--- src/sv/tcw_pkg.sv ---
// ----------------------------------------------------------------------------
// tcw_pkg
// geometry, character codes, types and helpers of the text console writer
// ----------------------------------------------------------------------------
package tcw_pkg;

  // screen geometry
  localparam int COLUMNS  = 80;
  localparam int ROWS     = 25;
  localparam int CELLS    = ROWS * COLUMNS;
  localparam int COPY_LEN = (ROWS - 1) * COLUMNS;

  localparam int COL_W  = $clog2(COLUMNS);
  localparam int ROW_W  = $clog2(ROWS);
  localparam int ADDR_W = $clog2(CELLS);

  // fixed field widths
  localparam int OP_W   = 2;
  localparam int CODE_W = 8;
  localparam int ATTR_W = 8;
  localparam int IDX_W  = 11;
  localparam int LOC_W  = 11;
  localparam int WORD_W = 16;
  localparam int WIDE_W = 13;

  // apb register map
  localparam int PADDR_W = 3;
  localparam int PDATA_W = 32;
  localparam logic [PADDR_W-3:0] REG_TEXT_ATTR = '0;

  // character codes
  localparam logic [CODE_W-1:0] CH_BS        = 8'h08;
  localparam logic [CODE_W-1:0] CH_TAB       = 8'h09;
  localparam logic [CODE_W-1:0] CH_LF        = 8'h0A;
  localparam logic [CODE_W-1:0] CH_CR        = 8'h0D;
  localparam logic [CODE_W-1:0] CH_SPACE     = 8'h20;
  localparam logic [CODE_W-1:0] CH_PRINT_MAX = 8'h7F;
  localparam int                TAB_STEP     = 8;

  localparam logic [ATTR_W-1:0] RESET_ATTR = 8'h0F;
  localparam logic [WORD_W-1:0] RESET_BLANK = {RESET_ATTR, CH_SPACE};

  typedef enum logic [OP_W-1:0] {
    OP_WRITE = 2'd0,
    OP_CLEAR = 2'd1,
    OP_READ  = 2'd2
  } op_e;

  typedef enum logic [2:0] {
    ST_IDLE,
    ST_READ,
    ST_COPY,
    ST_BLANK,
    ST_FINISH
  } state_e;

  // one write port and one read port of the cell store
  typedef struct packed {
    logic              we;
    logic [ADDR_W-1:0] waddr;
    logic [WORD_W-1:0] wdata;
    logic              re;
    logic [ADDR_W-1:0] raddr;
  } ram_req_t;

  typedef struct packed {
    logic step;
    logic home;
  } cur_cmd_t;

  typedef struct packed {
    logic              print;
    logic              scroll;
    logic [ADDR_W-1:0] print_addr;
    logic [LOC_W-1:0]  loc;
  } cur_stat_t;

  function automatic logic [ADDR_W-1:0] cell_addr(input logic [ROW_W-1:0] row,
                                                  input logic [COL_W-1:0] col);
    return ADDR_W'(row) * ADDR_W'(COLUMNS) + ADDR_W'(col);
  endfunction

endpackage

--- src/sv/tcw_cursor.sv ---
// ----------------------------------------------------------------------------
// tcw_cursor
// cursor registers and the control-code, wrap and scroll decisions
// ----------------------------------------------------------------------------
module tcw_cursor (
  input  logic                         clk_i,
  input  logic                         rst_ni,
  input  tcw_pkg::cur_cmd_t            cmd_i,
  input  logic [tcw_pkg::CODE_W-1:0]   code_i,
  output tcw_pkg::cur_stat_t           stat_o
);

  localparam int CX_W = tcw_pkg::COL_W + 1;
  localparam int RX_W = tcw_pkg::ROW_W + 1;

  logic [tcw_pkg::COL_W-1:0] col_q, col_d, col_n;
  logic [tcw_pkg::ROW_W-1:0] row_q, row_d, row_n;
  logic [CX_W-1:0]           col_x, col_t;
  logic [RX_W-1:0]           row_x;
  logic                      print, scroll;

  always_comb begin
    col_x  = {1'b0, col_q};
    row_x  = {1'b0, row_q};
    col_t  = col_x + CX_W'(tcw_pkg::TAB_STEP);
    print  = (code_i >= tcw_pkg::CH_SPACE) && (code_i <= tcw_pkg::CH_PRINT_MAX);
    if (code_i == tcw_pkg::CH_BS && col_q != '0) begin
      col_x = col_x - CX_W'(1);
    end
    if (code_i == tcw_pkg::CH_TAB) begin
      col_x = col_t & ~CX_W'(tcw_pkg::TAB_STEP - 1);
    end
    if (code_i == tcw_pkg::CH_CR) begin
      col_x = '0;
    end
    if (code_i == tcw_pkg::CH_LF) begin
      col_x = '0;
      row_x = row_x + RX_W'(1);
    end
    if (print) begin
      col_x = col_x + CX_W'(1);
    end
    // wrap to the next line
    if (col_x >= CX_W'(tcw_pkg::COLUMNS)) begin
      col_x = '0;
      row_x = row_x + RX_W'(1);
    end
    scroll = row_x >= RX_W'(tcw_pkg::ROWS);
    col_n  = col_x[tcw_pkg::COL_W-1:0];
    row_n  = scroll ? tcw_pkg::ROW_W'(tcw_pkg::ROWS - 1) : row_x[tcw_pkg::ROW_W-1:0];
  end

  always_comb begin
    col_d = col_q;
    row_d = row_q;
    if (cmd_i.home) begin
      col_d = '0;
      row_d = '0;
    end else if (cmd_i.step) begin
      col_d = col_n;
      row_d = row_n;
    end
  end

  always_ff @(posedge clk_i or negedge rst_ni) begin
    if (!rst_ni) begin
      col_q <= '0;
      row_q <= '0;
    end else begin
      col_q <= col_d;
      row_q <= row_d;
    end
  end

  assign stat_o.print      = print;
  assign stat_o.scroll     = scroll;
  assign stat_o.print_addr = tcw_pkg::cell_addr(row_q, col_q);
  assign stat_o.loc        = tcw_pkg::LOC_W'(tcw_pkg::cell_addr(row_d, col_d));

endmodule

--- config.mk ---
export PLATFORM = sky130hd
export DESIGN_NAME = tcw_cursor
export DESIGN_NICKNAME = d
export VERILOG_FILES = /design/src/sv/tcw_pkg.sv /design/src/sv/tcw_cursor.sv
export SDC_FILE = /design/constraint.sdc
export NUM_CORES = 1
export LEC_CHECK = 0
export BUFFER_PORTS_ARGS = -buffer_cell sky130_fd_sc_hd__buf_2
export CORE_UTILIZATION = 46
export CTS_CLUSTER_DIAMETER = 30
export DETAILED_ROUTE_END_ITERATION = 10
export PLACE_DENSITY_LB_ADDON = 0.3
export SLEW_MARGIN = 20
export SYNTH_ARGS = -nofsm -noshare
export SYNTH_HDL_FRONTEND = slang
export SYNTH_SLANG_ARGS = --single-unit
--- constraint.sdc ---
create_clock -name clk_i -period 10.35 [get_ports clk_i]
set_input_delay 2.07 -clock clk_i [delete_from_list [all_inputs] [get_ports clk_i]]
set_output_delay 2.07 -clock clk_i [all_outputs]
set_load 0.03 [all_outputs]
### Yosys cells after proc, flatten, opt, wreduce, memory -nomap -nowiden

Index checks and enable logic that the tools add are counted.

* add/subtract/negate cells: 7
* multipliers: 2
* $lt $le $gt $ge: 4
* equal/unequal tests: 4
* multiplexer cells: 13
* reduce and logical (&&, ||, !) cells: 3

Operators with widths (number)
* two-way mux 8 bit: 5
* == test 8 x 4 -> 1 bit (second input constant): 4
* adder 11 x 7 -> 11 bit: 2
* two-way mux 7 bit: 3
* two-way mux 5 bit: 3
* multiplier 5 x 3 -> 7 bit (second input constant): 2
* two-way mux 6 bit: 2
* adder 7 x 4 -> 8 bit (second input constant): 1
* adder 8 x 1 -> 8 bit (second input constant): 1
* greater-or-equal comparator 8 x 6 -> 1 bit (second input constant): 1
* greater-or-equal comparator 8 x 7 -> 1 bit (second input constant): 1
* <= comparator 8 x 7 -> 1 bit (second input constant): 1
* subtractor 7 x 1 -> 8 bit (second input constant): 1
* nonzero test 7 bit: 1
* adder 5 x 1 -> 6 bit (second input constant): 1
* adder 6 x 1 -> 6 bit (second input constant): 1
* greater-or-equal comparator 6 x 5 -> 1 bit (second input constant): 1
* logical AND 1 bit: 2

* register bits after elaboration: 12
* bits of input ports: 12
* output and inout port bits: 24
* word-level logic and storage cells: 35

### Depth between registers and ports, before layout

* depth in word-level cells: 16
* gate-level depth with buffers: 26
* gate-level depth less buffers: 24

### Least setup slack after synthesis

No wires, ideal clock.

* path kind: input to output
* from: in code_i[2] (netlist bit)
* to: out stat_o[10] (netlist bit)
* arrival time: 7690 ps
* data required time: 8280 ps
* setup slack: 590 ps
* cell stages on the path: 21
* cell sequence: buf_6 nor4b_1 o2111a_1 xnor2_1 a31oi_1 ha_1 or4b_2 a21o_2 or4_4 o211ai_4 mux2i_1 or3b_1 o21ai_1 ha_1 ha_1 inv_1 fa_1 or2_2 a211oi_1 nor2_1 xnor2_1

RTL lines
* start, declared: RTL line tcw_cursor.sv:9 `input logic [tcw_pkg::CODE_W-1:0] code_i,`
* end, declared: RTL line tcw_cursor.sv:10 `output tcw_pkg::cur_stat_t stat_o`

==> summary.md <==
| Metric | Value |
|---|---|
| Cell accounting for the most synthesized area | ha_1 |
| Peak Freq | 0.101 GHz |
| Post-synth EDFFs | 0 |
| Critical Path AT | between 7 and 8 ns |
| HP Class | register to register |
| GRT overflow | 0 |
| Cell Pwr Density | 51.6 mW/mm² |
| CP Data Required Time | 8.28 ns |
| Die Span Y | between 70 and 80 µm |
| Top cells by count, synth | nand2_1 (29), nor2_1 (27), ha_1 (26) |
| Pins Over Slew Limit | 0 |
| CTS Buf Count | 3 |
| Crit end category | output port |
| Post-CTS Hold Fix Bufs | 0 |
| Setup Skew | between 0.002 and 0.003 ns |
| Hold path cells | 2 |
| Count leader, synth | nand2_1 |
| Routability cong. | roughly 0.96 |
| Share of flip-flops with an asynchronous set or reset | 1.00 |
| Least-Margin Pin Slew | roughly 0.63 ns |
| Worst path top cell family by delay | simple AND/OR/NAND/NOR gates |
| Crit path top cell by count | ha_1 |
| First-pass GRT wire length | slightly above 10000 µm |
| Clock tree from TritonCTS | built |
| Initial antenna violation count | 0 |
| RSZ-0062 raised after global routing | false |
| H-tree depth | 1 |
| Mapped Nets | 370 |
| Synth Instances | ~330 |
| Top_reg_cell synth | dfrtp_1 |
| Crit Path Class | input port to output port |
| Detailed Route Iter0 Violations | approximately 130 |
| Status | complete, no violations |
| Routed Antenna Nets | 0 |
| Worst reg2reg setup slack | 5.70 ns |
| # DRC | 0 |
| Num ports | 36 |
| RR Endpoint | row_q[1] |
| CTS Buffer Depth | 2 |
| Max Cap Violations | 0 |
| Worst Setup Start Kind | input port |
| WP buf/inv | 3 |
| FF+latch count, synth | 12 |
| Clock Latency Late Sink | ~0.24 ns |
| Top cell type's share of synthesized area | 0.131 |
| Reg2reg path depth | 14 |
| Nets | roughly 390 |
| Synth area leaders | ha_1 (13%), dfrtp_1 (12%), xor2_1 (4.9%), a21oi_1 (4.6%), xnor2_1 (4.6%) |
| Vias post-DR | ~2400 |
| Setup WS post-layout | 0.418 ns |
| Area of the mapped netlist | 0.00249 mm² |
| Critical hold path startpoint | col_q[1] |
| # setup viols final | 0 |
| Fin Setup TNS | 0 ns |
| Layout area overhead | 6.74% |
| Die area | 0.00571 mm² |
| Post-place setup slack | ~0.25 ns |
| Vias in the first global route | between 2000 and 2500 |
| # clock sinks | 12 |
| Post-route minimum period | 9.93 ns |
| Diodes inserted | 0 |
| Core Rows | 26 |
| Max FO, Critical Path | 9 |
| Worst-path clk slew | around 0.050 ns |
| Final hold violation count | 0 |
| Initial Util | 0.481 |
| Routed Wire Length | approximately 5900 µm |
| Slew margin rel. | 0.569 |
| VDD IR max | 0.0000607 V |
| Core Area | ~0.0052 mm² |
| Synthesized area per cell | around 7.6 µm² |
| R2R Path Start | col_q[0] |
| Yosys Warn Count | 0 |
| CTS root buf | clkbuf_8 |
| Sequential share of the synthesized area | 0.121 |
| Crit path largest cell delay | about 0.60 ns |
| Routed WL per cell | 14.3 µm |
| Gr usage total | 0.226 |
| Share of cells above drive strength 1 | 0.178 |
| Fin area | ~0.0027 mm² |
| Largest net degree at the start of global routing | 16 |
| Final period util | 0.960 |
| Hold Crit Endpoint | col_q[1] |
| Worst-path cell chain | buf_2 -> nor4b_1 -> o2111a_2 -> xnor2_1 -> a31oi_1 -> ha_1 -> or4b_2 -> a21o_2 -> or4_4 -> o211ai_4 -> mux2i_1 -> or3b_1 -> o21ai_2 -> ha_1 -> ha_1 -> inv_1 -> fa_1 -> or2_2 -> a21oi_1 -> a211oi_1 -> nor2_1 -> xnor2_1 -> buf_2 |
| Routed vias/inst | 5.73 |
| Area after DPL | ~0.0026 mm² |
| Port bufs | 35 |
| Number of iterations in the first detailed-routing pass | 6 |
| Die width | between 70 and 80 µm |
| Cell variety after synth | 70 |
| CP max-delay cell | or4b_2 |
| Leakage | about 1.2 nW |
| Detailed placement HPWL | 4800 µm |
[per-stage QoR]
| step | util | total power, W | cells | hold slack (ns) |
|---|---|---|---|---|
| after floorplan | - | 0.0000790 | 328 | 0.549 |
| after global placement | 0.502 | 0.0000873 | 408 | 0.570 |
| after detailed placement | 0.502 | 0.0000878 | 408 | 0.586 |
| after CTS | 0.513 | 0.000138 | 412 | 0.594 |
| after global routing | 0.514 | 0.000146 | 412 | 0.635 |
| final | 0.514 | 0.000137 | 412 | 0.585 |
[report_power, final]
part	internal, W	switching [W]
sequential	0.0000478	0.00000165
combinational	0.0000129	0.0000252
clock	0.0000335	0.0000161
[cells in the final DEF (no fill, tap or decap), types with 12 or more instances in the layout]
cell,n
xnor2_1,13
nor2_1,27
nand2_1,29
buf_2,35
xor2_1,14
nand3_1,13
inv_1,17
a21oi_1,23
dfrtp_1,12
ha_1,26
nor3_1,13
[flip-flops by register name, summed over array words and instances (netlist names)]
register  cells
col_q         7
row_q         5
[per-layer routing]
metal	routed length (µm)	track usage	up-vias
met5	0	0	-
met4	25	0.0556	0
met3	301	0.0106	2
met2	2670	0.364	71
met1	2890	0.333	1074
li1	-	-	1212
[final cells by class]
type / count / area (µm²)
sequential: 12 / 300
tap: 70 / 87.6
inverter: 18 / 67.6
fill: 515 / 2520
timing repair buffer: 35 / 175
multi-input combinational: 273 / 1970
clock buffer: 4 / 55.1
[what timing repair did]
| action | in CTS | in global routing |
|---|---|---|
| endpoints found under the setup margin | 0 | 1 |
| setup buffers | 0 | 0 |
| gates resized for setup | 0 | 2 |
[kinds of logic after synthesis]
logic type	count (synthesis)	synth area share
adders and majority gates	30	0.163
buffers and inverters	43	0.0895
AOI/OAI and AO/OA	82	0.226
DFF	12	0.121
xor gates and xnor gates	27	0.0950
and+or+nand+nor	129	0.285
muxes	5	0.0206
[worst reg2reg max path, cell delays in order (launching register included)]
cell and delay [ns]:
dfrtp_1 0.43, inv_1 0.13, ha_1 0.16, or4b_1 0.55
o2111a_2 0.37, xnor2_1 0.14, a31oi_1 0.25, ha_1 0.21
or4b_2 0.61, a21o_2 0.22, or4_4 0.55, o211ai_4 0.13
mux2i_1 0.13, or3b_1 0.42, o21ai_2 0.26
[worst max-delay path by stage]
stage | start | endpoint | slack, ns | depth (start not counted)
after floorplan | code_i[2] | stat_o[10] | 0.59 | 21
after global placement | code_i[2] | stat_o[10] | 0.43 | 23
after detailed placement | code_i[2] | stat_o[10] | 0.25 | 23
after CTS | code_i[2] | stat_o[10] | 0.23 | 23
after global routing | code_i[2] | stat_o[10] | 0.04 | 23
final | code_i[2] | stat_o[10] | 0.42 | 23
(Power assumes the default switching activity.)
