<file path="config.mk">
export PLATFORM = sky130hd
export DESIGN_NAME = tcw_ctrl
export DESIGN_NICKNAME = d
export VERILOG_FILES = /design/src/sv/tcw_pkg.sv /design/src/sv/tcw_ctrl.sv
export SDC_FILE = /design/constraint.sdc
export NUM_CORES = 1
export LEC_CHECK = 0
export ABC_CLOCK_PERIOD_IN_PS = 2600
export BUFFER_PORTS_ARGS = -buffer_cell sky130_fd_sc_hd__buf_4
export CAP_MARGIN = 0
export CORE_MARGIN = 4
export CORE_UTILIZATION = 42
export DETAILED_ROUTE_END_ITERATION = 8
export GPL_TIMING_DRIVEN = 0
export PLACE_DENSITY = 0.77
export SLEW_MARGIN = 20
export SYNTH_ARGS = -nofsm -noshare
export SYNTH_HDL_FRONTEND = slang
export SYNTH_SLANG_ARGS = --single-unit
</file>
<file path="constraint.sdc">
create_clock -name clk_i -period 2.6 [get_ports clk_i]
set_input_delay 0.26 -clock clk_i [delete_from_list [all_inputs] [get_ports clk_i]]
set_output_delay 0.26 -clock clk_i [all_outputs]
set_load 0.02 [all_outputs]
</file>
<file path="src/sv/tcw_pkg.sv">
// ----------------------------------------------------------------------------
// tcw_pkg
// geometry, character codes, types and helpers of the text console writer
// ----------------------------------------------------------------------------
package tcw_pkg;

  // screen geometry
  localparam int COLUMNS  = 80;
  localparam int ROWS     = 25;
  localparam int CELLS    = ROWS * COLUMNS;
  localparam int COPY_LEN = (ROWS - 1) * COLUMNS;

  localparam int COL_W  = $clog2(COLUMNS);
  localparam int ROW_W  = $clog2(ROWS);
  localparam int ADDR_W = $clog2(CELLS);

  // fixed field widths
  localparam int OP_W   = 2;
  localparam int CODE_W = 8;
  localparam int ATTR_W = 8;
  localparam int IDX_W  = 11;
  localparam int LOC_W  = 11;
  localparam int WORD_W = 16;
  localparam int WIDE_W = 13;

  // apb register map
  localparam int PADDR_W = 3;
  localparam int PDATA_W = 32;
  localparam logic [PADDR_W-3:0] REG_TEXT_ATTR = '0;

  // character codes
  localparam logic [CODE_W-1:0] CH_BS        = 8'h08;
  localparam logic [CODE_W-1:0] CH_TAB       = 8'h09;
  localparam logic [CODE_W-1:0] CH_LF        = 8'h0A;
  localparam logic [CODE_W-1:0] CH_CR        = 8'h0D;
  localparam logic [CODE_W-1:0] CH_SPACE     = 8'h20;
  localparam logic [CODE_W-1:0] CH_PRINT_MAX = 8'h7F;
  localparam int                TAB_STEP     = 8;

  localparam logic [ATTR_W-1:0] RESET_ATTR = 8'h0F;
  localparam logic [WORD_W-1:0] RESET_BLANK = {RESET_ATTR, CH_SPACE};

  typedef enum logic [OP_W-1:0] {
    OP_WRITE = 2'd0,
    OP_CLEAR = 2'd1,
    OP_READ  = 2'd2
  } op_e;

  typedef enum logic [2:0] {
    ST_IDLE,
    ST_READ,
    ST_COPY,
    ST_BLANK,
    ST_FINISH
  } state_e;

  // one write port and one read port of the cell store
  typedef struct packed {
    logic              we;
    logic [ADDR_W-1:0] waddr;
    logic [WORD_W-1:0] wdata;
    logic              re;
    logic [ADDR_W-1:0] raddr;
  } ram_req_t;

  typedef struct packed {
    logic step;
    logic home;
  } cur_cmd_t;

  typedef struct packed {
    logic              print;
    logic              scroll;
    logic [ADDR_W-1:0] print_addr;
    logic [LOC_W-1:0]  loc;
  } cur_stat_t;

  function automatic logic [ADDR_W-1:0] cell_addr(input logic [ROW_W-1:0] row,
                                                  input logic [COL_W-1:0] col);
    return ADDR_W'(row) * ADDR_W'(COLUMNS) + ADDR_W'(col);
  endfunction

endpackage

</file>
<file path="src/sv/tcw_ctrl.sv">
// ----------------------------------------------------------------------------
// tcw_ctrl
// item sequencer: character writes, cell reads, scroll copy and blanking sweeps
// ----------------------------------------------------------------------------
module tcw_ctrl (
  input  logic                         clk_i,
  input  logic                         rst_ni,
  input  logic                         in_valid_i,
  input  logic [tcw_pkg::OP_W-1:0]     op_i,
  input  logic [tcw_pkg::CODE_W-1:0]   char_code_i,
  input  logic [tcw_pkg::IDX_W-1:0]    cell_index_i,
  input  logic [tcw_pkg::ATTR_W-1:0]   attr_i,
  input  tcw_pkg::cur_stat_t           cur_stat_i,
  input  logic                         out_free_i,
  input  logic [tcw_pkg::WORD_W-1:0]   rdata_i,
  output logic                         in_stall_o,
  output tcw_pkg::cur_cmd_t            cur_cmd_o,
  output tcw_pkg::ram_req_t            ram_req_o,
  output logic                         done_o,
  output logic [tcw_pkg::WORD_W-1:0]   res_data_o
);

  localparam int AW = tcw_pkg::ADDR_W;

  tcw_pkg::state_e             state_q, state_d;
  logic [AW-1:0]               cnt_q, cnt_d;
  logic                        init_q, init_d;
  logic                        rd_ok_q, rd_ok_d;
  logic [tcw_pkg::WORD_W-1:0]  data_q, data_d;
  logic [tcw_pkg::WIDE_W-1:0]  idx_wide;
  logic                        done;
  logic [tcw_pkg::WORD_W-1:0]  res_data;

  assign idx_wide = tcw_pkg::WIDE_W'(cell_index_i);

  always_comb begin
    state_d    = state_q;
    cnt_d      = cnt_q;
    init_d     = init_q;
    rd_ok_d    = rd_ok_q;
    data_d     = data_q;
    done       = 1'b0;
    res_data   = '0;
    in_stall_o = (state_q != tcw_pkg::ST_IDLE);
    cur_cmd_o  = '0;
    ram_req_o  = '0;

    unique case (state_q)
      tcw_pkg::ST_IDLE: begin
        if (in_valid_i) begin
          unique case (tcw_pkg::op_e'(op_i))
            tcw_pkg::OP_WRITE: begin
              cur_cmd_o.step = 1'b1;
              if (cur_stat_i.print) begin
                ram_req_o.we    = 1'b1;
                ram_req_o.waddr = cur_stat_i.print_addr;
                ram_req_o.wdata = {attr_i, char_code_i};
              end
              if (cur_stat_i.scroll) begin
                state_d = tcw_pkg::ST_COPY;
                cnt_d   = '0;
              end else begin
                done = 1'b1;
              end
            end
            tcw_pkg::OP_CLEAR: begin
              cur_cmd_o.home = 1'b1;
              state_d        = tcw_pkg::ST_BLANK;
              cnt_d          = '0;
            end
            tcw_pkg::OP_READ: begin
              ram_req_o.re    = 1'b1;
              ram_req_o.raddr = idx_wide[AW-1:0];
              rd_ok_d         = idx_wide < tcw_pkg::WIDE_W'(tcw_pkg::CELLS);
              state_d         = tcw_pkg::ST_READ;
            end
            default: begin
              done = 1'b1;
            end
          endcase
        end
      end
      tcw_pkg::ST_READ: begin
        done     = 1'b1;
        res_data = rd_ok_q ? rdata_i : '0;
      end
      tcw_pkg::ST_COPY: begin
        // read runs one line ahead of the write, so no entry is read after rewrite
        if (cnt_q != AW'(tcw_pkg::COPY_LEN)) begin
          ram_req_o.re    = 1'b1;
          ram_req_o.raddr = cnt_q + AW'(tcw_pkg::COLUMNS);
        end
        if (cnt_q != '0) begin
          ram_req_o.we    = 1'b1;
          ram_req_o.waddr = cnt_q - AW'(1);
          ram_req_o.wdata = rdata_i;
        end
        if (cnt_q == AW'(tcw_pkg::COPY_LEN)) begin
          state_d = tcw_pkg::ST_BLANK;
        end else begin
          cnt_d = cnt_q + AW'(1);
        end
      end
      tcw_pkg::ST_BLANK: begin
        ram_req_o.we    = 1'b1;
        ram_req_o.waddr = cnt_q;
        ram_req_o.wdata = init_q ? tcw_pkg::RESET_BLANK : {attr_i, tcw_pkg::CH_SPACE};
        if (cnt_q == AW'(tcw_pkg::CELLS - 1)) begin
          if (init_q) begin
            init_d  = 1'b0;
            state_d = tcw_pkg::ST_IDLE;
          end else begin
            done = 1'b1;
          end
        end else begin
          cnt_d = cnt_q + AW'(1);
        end
      end
      tcw_pkg::ST_FINISH: begin
        done     = 1'b1;
        res_data = data_q;
      end
      default: begin
        state_d = tcw_pkg::ST_IDLE;
      end
    endcase

    // park the result when the output word is still occupied
    if (done) begin
      if (out_free_i) begin
        state_d = tcw_pkg::ST_IDLE;
      end else begin
        state_d = tcw_pkg::ST_FINISH;
        data_d  = res_data;
      end
    end
  end

  always_ff @(posedge clk_i or negedge rst_ni) begin
    if (!rst_ni) begin
      state_q <= tcw_pkg::ST_BLANK;
      cnt_q   <= '0;
      init_q  <= 1'b1;
    end else begin
      state_q <= state_d;
      cnt_q   <= cnt_d;
      init_q  <= init_d;
    end
  end

  always_ff @(posedge clk_i) begin
    rd_ok_q <= rd_ok_d;
    data_q  <= data_d;
  end

  assign done_o     = done;
  assign res_data_o = res_data;

endmodule

</file>
# Yosys cells after proc, flatten, opt, wreduce, memory -nomap -nowiden
# Cells that the tools add are included.
[word_totals]
register_bits = 32
latch_bits = 0
mem_bits_ro = 0
output_inout_bits = 60
ram_bits = 0
in_bits = 73
mem_count = 0
wordCells = 79
[op_classes]
reduce_logical = 12
shift = 0
div_mod_pow = 0
add_sub_neg = 3
multipliers = 0
eq_ne = 21
n_mux = 36
n_bitwise = 1
order_cmp = 1
[op_table]
columns = ["operator", "n"]
rows = [
  ["$mux 28", 3],
  ["$pmux 28 s3", 1],
  ["$mux 11", 4],
  ["$mux 40", 1],
  ["$pmux 11 s3", 1],
  ["$mux 16", 2],
  ["$pmux 16 s2", 1],
  ["$mux 12", 2],
  ["$pmux 12 s2", 1],
  ["$eq 11x11->1 const B", 2],
  ["$pmux 11 s2", 1],
  ["$mux 3", 7],
  ["$ne 3x3->1 const B", 5],
  ["$pmux 3 s4", 1],
  ["$add 11x1->11 const B", 1],
  ["$add 11x7->11 const B", 1],
  ["$lt 11x11->1 const B", 1],
  ["$ne 11x11->1 const B", 1],
  ["$reduce_bool 11->1", 1],
  ["$sub 11x1->11 const B", 1],
  ["$pmux 3 s3", 1],
  ["$reduce_and 7->1", 1],
  ["$eq 3x2->1 const B", 2],
  ["$mux 1", 6],
  ["other kinds (20)", 26],
]

# Longest topological paths before layout
[logic_depth]
ltp_word = 7
ltp_mapped = 9

# Least setup slack after synthesis
# No wires, ideal clock.
[synth_timing]
path_kind = "register to register"
start = "register cnt_q[4]"
end = "register data_q[0] (netlist bit), enable pin"
setup_slack_ns = -0.345
setup_ns = 0.390
arrival_ns = 2.555
stages_incl_launch_ff = 7
t_required_ns = 2.210
path_cell_list = "dfrtp_1 -> clkbuf_1 -> inv_1 -> ha_1 -> nand2_1 -> o41ai_2 -> nor2b_1"
[synth_via]
elab_chain_len = 4
[synth_lines]
columns = ["item", "line", "source"]
rows = [
  ["start: declaration", "tcw_ctrl.sv:26", "logic [AW-1:0] cnt_q, cnt_d;"],
  ["start signal: assignment", "tcw_ctrl.sv:146", "cnt_q <= cnt_d;"],
  ["$eq 11x11->1", "tcw_ctrl.sv:108", "if (cnt_q == AW'(tcw_pkg::CELLS - 1)) begin"],
  ["$mux 1", "tcw_ctrl.sv:108", ""],
  ["$pmux 1 s3", "tcw_ctrl.sv:48", "unique case (state_q)"],
  ["net done_o", "tcw_ctrl.sv:19", "output logic done_o,"],
  ["$reduce_and 2->1 (no source line)", "n/a", ""],
  ["end signal: assignment", "tcw_ctrl.sv:153", "data_q <= data_d;"],
  ["end: declaration", "tcw_ctrl.sv:29", "logic [tcw_pkg::WORD_W-1:0] data_q, data_d;"],
]
# The timed path passes the listed nets, and every way through them passes these cells.
# A chain may end at the register's enable or synchronous reset.

==> results.md <==
- PD cells: 1030 mW/mm^2
- Clk root buf: clkbuf_8
- Period Utilization, post-route: 100%
- WP data required: 2.34 ns
- Core region area: 0.00606 sq mm
- CP cell instances: inv_4 > ha_4 > or3b_4 > o31a_1 > buf_6 > buf_4 > a22o_1 > buf_6
- Finished Layout Cells: 527
- Met3 Usage GRT: 5.17%
- Via density: 5.94
- CP endpoint kind: primary output
- Max Slew Vio Count: 0
- Tot Pwr: 4.26 mW
- Post-DP HPWL: 7460 um
- Placed Cells: 503
- Most Frequent Cell on Critical Path: buf_6
- Number of synthesized flops with an enable pin: 17
- Htree depth: 2
- Most Used Layer, Global Route: met2
- Wirelength, routed: 9850 um
- Die Wd: 88.1 um
- Outcome: complete, but fails checks
- Max Clock Freq: 384 MHz
- Die area: 0.00775 sq mm
- Post-place setup slack: -0.0828 ns
- Yosys warns: 0
- Arr. time, crit path: 2.34 ns
- Largest net degree at the start of global routing: 17
- Chip height: 88.1 um
- First-pass GRT wire length: 14,600 um
- P&R area growth vs syn: 53.0%
- Clk Latency, worst-skew pair: 0.29 ns
- Synth async-reset ratio: 46.9%
- # diodes: 0
- Vias in the first global route: 2,869
- Share of layout cells above drive strength 1: 42.3%
- WS Path Type: flop to primary output
- Post-layout nets: 532
- Clk sinks: 32
- Setup slack after layout: -0.00102 ns
- Num CTS Buffers: 5
- Fill cells: 494
- Class of the worst hold path: primary input to flop
- # DRC: 0
- Max Root-Sink Buffers: 2
- Post-Route Utilization: 68.0%
- Starting Density: 44.4%
- Critical path's largest stage delay: 0.43 ns
- Syn Nets: 388
- Failing checks: setup timing
- Design Area, Final: 0.00412 sq mm
- Gr usage total: 24.2%
- Final antenna-violating net count: 0
- Crit-path slowest cell: dfrtp_2
- Placed Area: 0.00370 sq mm
- Top Ports: 133
- #FFs+latches synth: 32
- Initial DRT Pass Iterations: 6
- Pleak: 1.80 nW
- Post-Synthesis Cells: 307
- CP startpoint kind: flop
- Final setup viols: 1
- Peak VDD IR: 0.463 mV
- Top post-synthesis cells by area: edfxtp_1, dfrtp_1, a22o_1, nand2_1, o21ai_0
- Detailed Route Iter0 Violations: 223
- Unrepaired setup endpoints after global routing: yes
- Congestion Overflow GR: 0
- WL/cell: 18.7 um
- Worst-Margin Slew: 0.629 ns
- Post-Syn Area: 0.00269 sq mm
- Worst slew margin: 57.5%
- Met1 Use GR: 31.1%
- Avg Inst Size Synth: 8.77 sq um
- Number of core rows: 28
- Via Count: 3,129
- Clock Skews: 0.00778 ns
- Library cells used by synthesis: 57
- Max Cap Viol: 0
- Port bufs: 121
- GR met2 Demand/Resource: 42.1%
- CTS tree: yes
- Post-route minimum period: 2.60 ns
- Clock-pin slew on the worst setup and hold paths: 0.07 ns
- Sequential area share after synthesis: 33.1%
- RePlAce Congestion: 0.935
- Yosys top cell area share: 19.0%
- Ys flop type: edfxtp_1
- Worst-path fanout max: 7
- Initial antenna violation count: 0
- Final Hold Vio Count: 0
- Post-synth top area cell: edfxtp_1
[Yosys cell counts, types with 2 or more instances]
library cell / n
nor4b_2: 3
a311oi_1: 2
o211ai_1: 9
edfxtp_1: 17
a22o_1: 30
nand2b_1: 5
xnor2_1: 5
nor3_1: 9
a31oi_1: 3
mux2i_1: 2
o21ai_1: 3
a211o_1: 2
nand2_1: 35
o311ai_0: 2
buf_6: 2
ha_1: 8
or4_1: 5
nand4_1: 4
nor4_1: 2
nor3b_1: 2
o31a_1: 2
dfstp_2: 3
inv_1: 17
dfrtp_1: 12
nand3_1: 7
and2_1: 4
and4_1: 3
a22oi_1: 5
buf_2: 9
and3_1: 3
a21oi_1: 11
o21ai_0: 21
nor2b_1: 4
o2111ai_1: 2
or3_1: 5
nor2_1: 10
a2bb2oi_1: 2
clkbuf_1: 13
o221ai_1: 6
[layer usage]
metal	vias to the layer above	part of all wire, %
met5	-	0
met4	0	1.3
met3	14	12
met2	178	47
met1	1457	40
li1	1480	-
[logic make-up (layout without fill, tap and decap cells)]
kind of cell | after synthesis | count (layout) | share of synthesized area (%)
AO/OA/AOI/OAI | 111 | 111 | 31.2
AND/OR/NAND/NOR | 106 | 106 | 22.2
buffers and inverters | 41 | 186 | 6.69
flip-flops | 32 | 32 | 33.1
adder cells (fa/ha/maj) | 8 | 8 | 3.72
XOR/XNOR | 6 | 6 | 1.95
multiplexers | 3 | 3 | 1.16
[layout make-up]
class                   instances  area, sq um  area share [%]
clock buffers                   6         72.6            1.76
plain buffers                  22          121            2.95
inverters                      17         66.3            1.61
multi-input cells             234         1720            41.7
repair buffers                139         1120            27.1
well taps                      75         93.8            2.28
flip-flops and latches         32          895            21.7
clock inverters                 2         35.0           0.851
[power by group]
part           switching [mW]  internal [mW]
clock                   0.192          0.284
combinational            1.60           1.27
sequential              0.151          0.753
[worst paths after layout]
path                                              from                endpoint  slack [ns]  cells after the start
worst max-delay path              cnt_q[1]$_DFFE_PN0P_           ram_req_o[13]      -0.001                      8
worst min-delay path                        out_free_i  state_q[2]$_DFFE_PN0P_        0.14                      2
worst max register to register  state_q[1]$_DFFE_PN1P_     data_q[0]$_DFFE_PP_        0.28                      6
worst min register to register     data_q[1]$_DFFE_PP_     data_q[1]$_DFFE_PP_        0.58                      1
max in group asynchronous                       rst_ni  state_q[0]$_DFFE_PN1P_        1.97                      2
min in group asynchronous                       rst_ni   cnt_q[10]$_DFFE_PN0P_        0.37                      2
[worst max-delay path, delay by kind of cell (launching register included)]
family	cells	cell delay, ns
and+or+nand+nor	1	0.41
DFF	1	0.43
AOI/OAI and AO/OA	2	0.56
adders and majority gates	1	0.14
buffers and inverters	4	0.50
[layout by cell type, fill, tap and decap left out, types with 6 or more instances in the layout]
cell      instances
inv_1            14
o221ai_1          6
a21oi_1          11
nand2_1          35
nor3_1            8
o211ai_1          9
buf_4           125
nand3_1           7
buf_2             8
o21ai_0          18
edfxtp_1         17
clkbuf_1          7
a22o_1           30
dfrtp_1           8
nor2_1            9
buf_6            12
ha_1              6
o21ai_1           6
[metrics by stage]
step | hold slack, ns | TNS, ns
6_report | 0.142 | -0.00102
5_1_grt | 0.146 | -0.154
4_1_cts | 0.142 | 0
3_5_place_dp | 0.132 | -1.49
3_3_place_gp | 0.130 | -1.03
2_1_floorplan | -0.0356 | 0
[state kept, by name, summed over array words and instances (netlist names)]
register,cells
init_q,1
state_q,3
cnt_q,11
rd_ok_q,1
data_q,16
[what timing repair did]
item                                   in CTS  in global routing
gates resized for setup                    20                 29
setup buffers                               8                  8
setup endpoints to repair                  64                 47
pin swaps                                   3                  7
gates cloned                                0                  1
hold buffers                                1                  0
endpoints found under the hold margin      12                  0
No activity file was read; power rests on OpenSTA's default activity.
